===== config.mk =====
export PLATFORM = sky130hd
export DESIGN_NAME = top_k_sorted_store_core
export DESIGN_NICKNAME = d
export VERILOG_FILES = /design/src/tks_pkg.sv /design/src/tks_cell.sv /design/src/top_k_sorted_store_core.sv
export VERILOG_INCLUDE_DIRS = /design/src /design/src/src
export SDC_FILE = /design/constraint.sdc
export NUM_CORES = 2
export LEC_CHECK = 0
export ABC_AREA = 0
export BUFFER_PORTS_ARGS = -buffer_cell sky130_fd_sc_hd__buf_2
export CELL_PAD_IN_SITES_DETAIL_PLACEMENT = 0
export CELL_PAD_IN_SITES_GLOBAL_PLACEMENT = 1
export CORE_AREA = 3 3 449 451
export DETAILED_ROUTE_END_ITERATION = 6
export DIE_AREA = 0 0 452 454
export HOLD_SLACK_MARGIN = 0.08
export PLACE_DENSITY = 0.49
export SYNTH_ARGS = -nofsm -noshare
export SYNTH_HDL_FRONTEND = slang
export SYNTH_SLANG_ARGS = --single-unit

===== constraint.sdc =====
create_clock -name clk -period 10.3 [get_ports clk]
set_clock_uncertainty 0.15 [all_clocks]
set_input_delay 1.03 -clock clk [delete_from_list [all_inputs] [get_ports clk]]
set_output_delay 1.03 -clock clk [all_outputs]
set_load 0.005 [all_outputs]

===== src/top_k_sorted_store_core_macros.svh =====
// Assertion macros for the top-k sorted store core.
// Depends on a clock named clk and an active-low reset named arst_n in the using scope.
`ifndef TOP_K_SORTED_STORE_CORE_MACROS_SVH
`define TOP_K_SORTED_STORE_CORE_MACROS_SVH
`ifndef NO_ASSERTIONS
// Same-cycle implication.
`define TKS_ASSERT_NOW(lbl, ante, cons) \
	lbl: assert property (@(posedge clk) disable iff (!arst_n) (ante) |-> (cons)) \
		else $error("assertion failed in top_k_sorted_store_core");
// Next-cycle implication.
`define TKS_ASSERT_NEXT(lbl, ante, cons) \
	lbl: assert property (@(posedge clk) disable iff (!arst_n) (ante) |=> (cons)) \
		else $error("assertion failed in top_k_sorted_store_core");
`else
`define TKS_ASSERT_NOW(lbl, ante, cons)
`define TKS_ASSERT_NEXT(lbl, ante, cons)
`endif
`endif


===== src/tks_pkg.sv =====
// Shared types and constants of the top-k sorted store.
// No dependencies; used by tks_cell and top_k_sorted_store_core.
`default_nettype none
package tks_pkg;

	localparam int MAX_ENTRIES = 16;
	localparam int OBJ_BITS    = 32;
	localparam int PAY_BITS    = 16;
	localparam int IDX_BITS    = 4;
	localparam int CNT_BITS    = 5;
	localparam int STATUS_BITS = 4;

	localparam logic [CNT_BITS-1:0] CAP_RESET = CNT_BITS'(16);

	typedef enum logic [1:0] {
		FN_INS_REPLACE = 2'd0,
		FN_INS_KEEP    = 2'd1,
		FN_DELETE      = 2'd2,
		FN_READ        = 2'd3
	} func_t;

	typedef enum logic [STATUS_BITS-1:0] {
		ST_INSERTED      = 4'd0,
		ST_REPLACED      = 4'd1,
		ST_TIE_REJECTED  = 4'd2,
		ST_FULL_REJECTED = 4'd3,
		ST_SENTINEL      = 4'd4,
		ST_DELETED       = 4'd5,
		ST_NO_ENTRY      = 4'd6,
		ST_READ_OK       = 4'd7,
		ST_EMPTY         = 4'd8
	} status_t;

	typedef enum logic [1:0] {
		CELL_HOLD,
		CELL_INSERT,
		CELL_REPLACE,
		CELL_DELETE
	} cell_cmd_t;

	typedef struct packed {
		cell_cmd_t             cmd;
		logic [IDX_BITS-1:0]   del_pos;
		logic [CNT_BITS-1:0]   count;
	} cell_ctrl_t;

endpackage
`default_nettype wire


===== src/tks_cell.sv =====
// One slot of the sorted store: holds an entry, compares it with the incoming objective
// and shifts to or from its neighbors. Depends on tks_pkg.
`default_nettype none
module tks_cell (
	input  wire logic                          clk,
	input  wire tks_pkg::cell_ctrl_t           ctrl,
	input  wire logic [tks_pkg::IDX_BITS-1:0]  cell_index,
	input  wire logic [tks_pkg::OBJ_BITS-1:0]  new_obj,
	input  wire logic [tks_pkg::PAY_BITS-1:0]  new_pay,
	input  wire logic                          left_lt,
	input  wire logic [tks_pkg::OBJ_BITS-1:0]  left_obj,
	input  wire logic [tks_pkg::PAY_BITS-1:0]  left_pay,
	input  wire logic [tks_pkg::OBJ_BITS-1:0]  right_obj,
	input  wire logic [tks_pkg::PAY_BITS-1:0]  right_pay,
	output logic [tks_pkg::OBJ_BITS-1:0]       obj,
	output logic [tks_pkg::PAY_BITS-1:0]       pay,
	output logic                               lt,
	output logic                               eq
);

	logic [tks_pkg::OBJ_BITS-1:0] obj_q;
	logic [tks_pkg::PAY_BITS-1:0] pay_q;
	logic                         valid;
	logic                         at_pos;

	assign valid  = {1'b0, cell_index} < ctrl.count;
	assign lt     = valid && (obj_q < new_obj);
	// The store is sorted, so the insert point is the first cell that is not below.
	assign at_pos = !lt && left_lt;
	assign eq     = at_pos && valid && (obj_q == new_obj);
	assign obj    = obj_q;
	assign pay    = pay_q;

	always_ff @(posedge clk) begin
		case (ctrl.cmd)
			tks_pkg::CELL_INSERT: begin
				if (!lt) begin
					if (left_lt) begin
						obj_q <= new_obj;
						pay_q <= new_pay;
					end else begin
						obj_q <= left_obj;
						pay_q <= left_pay;
					end
				end
			end
			tks_pkg::CELL_REPLACE: begin
				if (at_pos) begin
					pay_q <= new_pay;
				end
			end
			tks_pkg::CELL_DELETE: begin
				if (cell_index >= ctrl.del_pos) begin
					obj_q <= right_obj;
					pay_q <= right_pay;
				end
			end
			default: begin
			end
		endcase
	end

endmodule
`default_nettype wire


===== src/top_k_sorted_store_core.sv =====
// Top-k sorted store: a row of compare-and-shift cells plus operation control.
// The result is registered at the accepting edge and offered in the next cycle.
// Throughput is one item per cycle while results are taken; every cell compares in parallel.
// Reset clears the entry count and sets capacity to 16; entry contents are not cleared.
// Depends on tks_pkg, tks_cell and top_k_sorted_store_core_macros.svh.
`default_nettype none
`include "top_k_sorted_store_core_macros.svh"
module top_k_sorted_store_core (
	input  wire logic                             clk,
	input  wire logic                             arst_n,
	input  wire logic                             in_valid,
	output logic                                  in_ready,
	input  wire logic [1:0]                       func,
	input  wire logic [tks_pkg::OBJ_BITS-1:0]     new_objective,
	input  wire logic [tks_pkg::PAY_BITS-1:0]     new_payload,
	input  wire logic [tks_pkg::IDX_BITS-1:0]     slot_index,
	output logic                                  out_valid,
	input  wire logic                             out_ready,
	output logic [tks_pkg::STATUS_BITS-1:0]       status,
	output logic [tks_pkg::CNT_BITS-1:0]          position,
	output logic [tks_pkg::CNT_BITS-1:0]          entry_count,
	output logic [tks_pkg::OBJ_BITS-1:0]          read_objective,
	output logic [tks_pkg::PAY_BITS-1:0]          read_payload,
	input  wire logic                             cfg_we,
	input  wire logic [tks_pkg::CNT_BITS-1:0]     cfg_wdata
);

	logic [tks_pkg::OBJ_BITS-1:0] obj_arr [tks_pkg::MAX_ENTRIES];
	logic [tks_pkg::PAY_BITS-1:0] pay_arr [tks_pkg::MAX_ENTRIES];
	logic [tks_pkg::MAX_ENTRIES-1:0] lt_vec;
	logic [tks_pkg::MAX_ENTRIES-1:0] eq_vec;

	logic [tks_pkg::CNT_BITS-1:0] count_q;
	logic [tks_pkg::CNT_BITS-1:0] capacity_q;
	logic                         out_valid_q;
	tks_pkg::status_t             status_q;
	logic [tks_pkg::CNT_BITS-1:0] position_q;
	logic [tks_pkg::OBJ_BITS-1:0] robj_q;
	logic [tks_pkg::PAY_BITS-1:0] rpay_q;

	logic                         acc;
	logic [tks_pkg::CNT_BITS-1:0] cap;
	logic [tks_pkg::CNT_BITS-1:0] ins_pos;
	logic [tks_pkg::IDX_BITS-1:0] slot_pos;
	logic                         tie;
	logic [tks_pkg::OBJ_BITS-1:0] rd_obj;
	logic [tks_pkg::PAY_BITS-1:0] rd_pay;
	tks_pkg::cell_cmd_t           cmd;
	tks_pkg::cell_ctrl_t          ctrl;
	tks_pkg::status_t             res_status;
	logic [tks_pkg::CNT_BITS-1:0] res_pos;
	logic [tks_pkg::CNT_BITS-1:0] cnt_nxt;
	logic [tks_pkg::OBJ_BITS-1:0] res_obj;
	logic [tks_pkg::PAY_BITS-1:0] res_pay;
	logic [tks_pkg::CNT_BITS:0]   count_inc;

	assign in_ready = !out_valid_q || out_ready;
	assign acc      = in_valid && in_ready;
	assign cap      = (capacity_q > tks_pkg::CNT_BITS'(tks_pkg::MAX_ENTRIES))
		? tks_pkg::CNT_BITS'(tks_pkg::MAX_ENTRIES) : capacity_q;

	generate
		for (genvar i = 0; i < tks_pkg::MAX_ENTRIES; i++) begin : g_cell
			logic                         l_lt;
			logic [tks_pkg::OBJ_BITS-1:0] l_obj;
			logic [tks_pkg::PAY_BITS-1:0] l_pay;
			logic [tks_pkg::OBJ_BITS-1:0] r_obj;
			logic [tks_pkg::PAY_BITS-1:0] r_pay;
			if (i == 0) begin : g_first
				assign l_lt  = 1'b1;
				assign l_obj = '0;
				assign l_pay = '0;
			end else begin : g_mid
				assign l_lt  = lt_vec[i-1];
				assign l_obj = obj_arr[i-1];
				assign l_pay = pay_arr[i-1];
			end
			// The last cell pulls its own contents on delete; that slot falls out of the count.
			if (i == tks_pkg::MAX_ENTRIES - 1) begin : g_last
				assign r_obj = obj_arr[i];
				assign r_pay = pay_arr[i];
			end else begin : g_inner
				assign r_obj = obj_arr[i+1];
				assign r_pay = pay_arr[i+1];
			end
			tks_cell u_cell (
				.clk       (clk),
				.ctrl      (ctrl),
				.cell_index(tks_pkg::IDX_BITS'(i)),
				.new_obj   (new_objective),
				.new_pay   (new_payload),
				.left_lt   (l_lt),
				.left_obj  (l_obj),
				.left_pay  (l_pay),
				.right_obj (r_obj),
				.right_pay (r_pay),
				.obj       (obj_arr[i]),
				.pay       (pay_arr[i]),
				.lt        (lt_vec[i]),
				.eq        (eq_vec[i])
			);
		end
	endgenerate

	always_comb begin
		ins_pos = tks_pkg::CNT_BITS'(tks_pkg::MAX_ENTRIES);
		for (int i = tks_pkg::MAX_ENTRIES - 1; i >= 0; i--) begin
			if (!lt_vec[i]) begin
				ins_pos = tks_pkg::CNT_BITS'(i);
			end
		end
		tie = (ins_pos < count_q) && (|eq_vec);
		if ({1'b0, slot_index} < count_q) begin
			slot_pos = slot_index;
		end else begin
			slot_pos = tks_pkg::IDX_BITS'(count_q - 1'b1);
		end
		rd_obj = '0;
		rd_pay = '0;
		for (int i = 0; i < tks_pkg::MAX_ENTRIES; i++) begin
			if (tks_pkg::IDX_BITS'(i) == slot_pos) begin
				rd_obj = obj_arr[i];
				rd_pay = pay_arr[i];
			end
		end
	end

	always_comb begin
		cmd        = tks_pkg::CELL_HOLD;
		res_status = tks_pkg::ST_INSERTED;
		res_pos    = '0;
		cnt_nxt    = count_q;
		res_obj    = '0;
		res_pay    = '0;
		count_inc  = {1'b0, count_q} + 1'b1;
		case (tks_pkg::func_t'(func))
			tks_pkg::FN_INS_REPLACE, tks_pkg::FN_INS_KEEP: begin
				if ((tks_pkg::func_t'(func) == tks_pkg::FN_INS_REPLACE) && (&new_objective)) begin
					res_status = tks_pkg::ST_SENTINEL;
				end else if ((ins_pos == count_q) && (count_q >= cap)) begin
					res_status = tks_pkg::ST_FULL_REJECTED;
				end else if (ins_pos >= cap) begin
					// Capacity was lowered below the count; the insert would fall off the end.
					res_status = tks_pkg::ST_FULL_REJECTED;
					cnt_nxt    = cap;
				end else if (tie) begin
					res_pos = ins_pos;
					if (tks_pkg::func_t'(func) == tks_pkg::FN_INS_REPLACE) begin
						res_status = tks_pkg::ST_REPLACED;
						cmd        = tks_pkg::CELL_REPLACE;
					end else begin
						res_status = tks_pkg::ST_TIE_REJECTED;
					end
					if (count_q > cap) begin
						cnt_nxt = cap;
					end
				end else begin
					cmd        = tks_pkg::CELL_INSERT;
					res_status = tks_pkg::ST_INSERTED;
					res_pos    = ins_pos;
					cnt_nxt    = (count_inc < {1'b0, cap})
						? tks_pkg::CNT_BITS'(count_inc) : cap;
				end
			end
			tks_pkg::FN_DELETE, tks_pkg::FN_READ: begin
				if (count_q == '0) begin
					res_status = (tks_pkg::func_t'(func) == tks_pkg::FN_DELETE)
						? tks_pkg::ST_NO_ENTRY : tks_pkg::ST_EMPTY;
				end else begin
					res_pos = {1'b0, slot_pos};
					if (tks_pkg::func_t'(func) == tks_pkg::FN_DELETE) begin
						cmd        = tks_pkg::CELL_DELETE;
						res_status = tks_pkg::ST_DELETED;
						cnt_nxt    = count_q - 1'b1;
					end else begin
						res_status = tks_pkg::ST_READ_OK;
						res_obj    = rd_obj;
						res_pay    = rd_pay;
					end
				end
			end
			default: begin
			end
		endcase
		ctrl.cmd     = acc ? cmd : tks_pkg::CELL_HOLD;
		ctrl.del_pos = slot_pos;
		ctrl.count   = count_q;
	end

	always_ff @(posedge clk or negedge arst_n) begin
		if (!arst_n) begin
			count_q     <= '0;
			capacity_q  <= tks_pkg::CAP_RESET;
			out_valid_q <= 1'b0;
		end else begin
			if (cfg_we) begin
				capacity_q <= cfg_wdata;
			end
			if (acc) begin
				count_q     <= cnt_nxt;
				out_valid_q <= 1'b1;
			end else if (out_ready) begin
				out_valid_q <= 1'b0;
			end
		end
	end

	always_ff @(posedge clk) begin
		if (acc) begin
			status_q   <= res_status;
			position_q <= res_pos;
			robj_q     <= res_obj;
			rpay_q     <= res_pay;
		end
	end

	assign out_valid      = out_valid_q;
	assign status         = status_q;
	assign position       = position_q;
	assign entry_count    = count_q;
	assign read_objective = robj_q;
	assign read_payload   = rpay_q;

	`TKS_ASSERT_NOW(a_count_bound, 1'b1, count_q <= tks_pkg::CNT_BITS'(tks_pkg::MAX_ENTRIES))
	`TKS_ASSERT_NOW(a_stall_blocks_input, out_valid_q && !out_ready, !in_ready)
	`TKS_ASSERT_NEXT(a_insert_nonempty, acc && res_status == tks_pkg::ST_INSERTED, count_q != '0)
	`TKS_ASSERT_NEXT(a_delete_dec, acc && res_status == tks_pkg::ST_DELETED, count_q == tks_pkg::CNT_BITS'($past(count_q) - 1'b1))

endmodule
`default_nettype wire

==> results_dict.tcl <==
set metrics [dict create \
    whs_ns 0.3145 \
    synth_compound_area_frac 0.2431 \
    num-fill-cells 20043 \
    port-buffer-count 127 \
    initial_core_util 0.2995 \
    grt_use_met2 0.3965 \
    slowest_delay_ns 1.08 \
    hpwl_um 221800 \
    drv_cap 0 \
    netlist_area_mm2 0.05918 \
    synth_top_family_by_area "compound AO/OA/AOI/OAI gates" \
    cp_num_buf_inv 8 \
    place_congestion 0.9207 \
    use_met1 0.4471 \
    drtIter0Drc 7288 \
    die_x_um 452 \
    p_switching_mw 7.734 \
    p_per_area_mw_per_mm2 247.7 \
    period_needed_ns 9.295 \
    ys_warn_count 0 \
    worstMarginPinSlew_ns 1.461 \
    clockBufferDepth 3 \
    fin_nets 6865 \
    grt_pass1_vias 50641 \
    grt_max_degree 120 \
    power_mw 16.78 \
    drv_slew 0 \
    fp-row-count 163 \
    drt_wl_total_um 302300 \
    post_drt_wl_per_cell_um 33.62 \
    clk_latency_ns 0.80 \
    synth_nets 6799 \
    tns_ns 0 \
    rsz0062_at_grt "no" \
    post-route-drc-count 0 \
    postSynthCellCount 6191 \
    ys_seq_area_frac 0.4233 \
    die_area_mm2 0.2052 \
    fmax_mhz 107.6 \
    synth_edf_count 825 \
    postCtsSetupBuffers 0 \
    async_reset_ff_frac 0.01316 \
    combinationalPowerShare 0.455 \
    path_class "input pin to flop" \
    slew-limit-headroom 0.02306 \
    grt_overflow 0 \
    power.share.clock 0.227 \
    antenna_found_initial 22 \
    ys_ff_latch 836 \
    synthXorXnorAreaFrac 0.0008879 \
    finalHoldViolCount 0 \
    htreeDepth 3 \
    grt_pass1_wl_um 418000 \
    synth-simple-area-share 0.1187 \
    cts_buffers 112 \
    hold_class "input pin to flop" \
    cts_root_buf "clkbuf_16" \
    syn_to_final_growth_pct 14.46 \
    yosys-top-cells-area "edfxtp_1, ha_1, o21ai_0, a21oi_1, mux2i_1" \
    clock_sinks 836 \
    gr-max-usage-layer "met1" \
    muxShareOfSynthArea 0.06239 \
    status "complete, no violations" \
    p_leak_nw 24.42 \
    ant_nets 0 \
    core_mm2 0.1976 \
    dpl_cell_area_mm2 0.06432 \
    tritoncts "yes" \
    drive_above_1_share 0.1191 \
    die_y_um 454 \
    yosys.area.top_type_share 0.4186 \
    crit_fanout 16 \
    first_pass_iters 6 \
    vias 54390 \
    grtUsageTotal 0.2851 \
    synth_cell_type_count 87 \
    path_delay_family "simple AND/OR/NAND/NOR gates" \
    p_int_mw 9.047 \
    yosys.area_share.adder 0.1150 \
    avgSynthCellArea_um2 9.560 \
    io_pins 128 \
    setup_viol 0 \
    start_kind "input pin" \
    pwr-share-seq 0.318 \
    arrival_ns 9.65 \
    cpMaxStageDelayCell "nor4_1" \
    path_clk_slew_ns 0.06 \
    crit_path_end_kind "flop" \
    synthFlopType "edfxtp_1" \
    finalCritPeriodShare 0.9024 \
    switching_share 0.4609 \
    met3_usage 0.04820 \
    cp.required_ns 10.65 \
    yosys.area.top_type "edfxtp_1" \
    final_area_mm2 0.06774 \
    viasPerCell 6.047 \
    ir_drop_mv 0.1805 \
]
-- cell families after synthesis --
family	after synthesis
AOI/OAI and AO/OA	2332
and+or+nand+nor	1545
DFF	836
buffers and inverters	568
adders and majority gates	544
muxes	360
xor gates and xnor gates	6
-- state kept, by name, summed over array words and instances (netlist names) --
| signal | flops |
|---|---|
| capacity_q | 5 |
| status | 4 |
| read_payload | 16 |
| g_cell.u_cell.obj | 512 |
| entry_count | 5 |
| out_valid | 1 |
| g_cell.u_cell.pay | 256 |
| read_objective | 32 |
| position | 5 |
-- worst paths after layout --
path	start	end	slack (ns)	depth (start not counted)
worst max-delay path	new_objective[30]	g_cell[7].u_cell.pay[4]$_DFFE_PP_	1.00	32
worst min-delay path	in_valid	out_valid$_DFFE_PN0P_	0.31	2
worst max register to register	entry_count[2]$_DFFE_PN0P_	g_cell[7].u_cell.pay[4]$_DFFE_PP_	1.97	28
worst min register to register	capacity_q[0]$_DFFE_PN0P_	capacity_q[0]$_DFFE_PN0P_	0.37	1
max in group asynchronous	arst_n	capacity_q[4]$_DFFE_PN1P_	9.23	2
min in group asynchronous	arst_n	entry_count[0]$_DFFE_PN0P_	0.50	2
-- placed cells by master, fill, tap and decap left out, types with 22 or more instances in the layout --
cell type	synthesis	final
edfxtp_1	825	825
o21ai_0	815	811
nand2_1	681	678
a21oi_1	588	582
ha_1	544	541
a22oi_1	315	307
nor2_1	315	299
mux2i_1	289	289
buf_4	1	278
buf_2	19	127
nand4_1	120	120
clkbuf_16	0	113
nand3_1	111	109
inv_1	96	96
nor3_1	102	89
a21o_1	86	85
mux2_2	71	71
o22ai_1	61	60
a222oi_1	49	49
nor4_1	48	47
a211oi_1	58	44
o21a_1	44	44
a221oi_1	38	37
a31oi_1	36	36
clkinv_1	0	35
a22o_1	34	34
nor2b_1	33	33
o221ai_1	31	31
o211ai_1	31	31
nand2b_1	25	24
clkinv_2	0	22
clkbuf_1	420	22
-- cell usage after synthesis, drive strengths merged, types with 52 or more instances --
cell,number
edfxtp,825
o21ai,819
nand2,681
a21oi,588
ha,544
clkbuf,420
a22oi,315
nor2,315
mux2i,289
nand4,120
nand3,111
nor3,103
inv,96
a21o,87
mux2,71
o22ai,61
a211oi,59
buf,52
-- metal layers --
metal	up-vias	wire length, um
li1	24155	-
met1	27271	148000
met2	2682	121200
met3	280	25610
met4	2	7503
met5	-	7
-- timing repair --
| item | in CTS | in global routing |
|---|---|---|
| resized for setup | 0 | 0 |
| endpoints found under the hold margin | 10 | 0 |
| hold buffers | 1 | 0 |
-- metrics by stage --
step                worst slack (ns)  cells  utilization
CTS                            1.237   8990       0.3427
global placement              0.4283   8782       0.3255
detailed placement            0.3861   8782       0.3255
floorplan                     0.2313   6191            -
finish                         1.005   8994       0.3428
global route                  0.6868   8992       0.3428
-- power groups by stage --
stage               registers, mW  logic, mW  clock network, mW
floorplan                    5.04       4.08                  0
global placement             5.36       7.41                  0
detailed placement           5.36       7.46                  0
CTS                          5.30       7.48               3.89
global route                 5.37       8.05               4.02
finish                       5.33       7.63               3.82
-- layout make-up --
class,instances,area (um^2),area share
multi-input combinational,4787,32520,0.4801
sequential,836,25050,0.3698
tap,2640,3303,0.04876
timing repair buffer,424,3093,0.04566
clock buffer,137,2938,0.04337
clock inverter,70,465.4,0.006871
inverter,96,360.3,0.005319
antenna,4,10.01,0.0001478
Power figures use the tool's default switching activity.
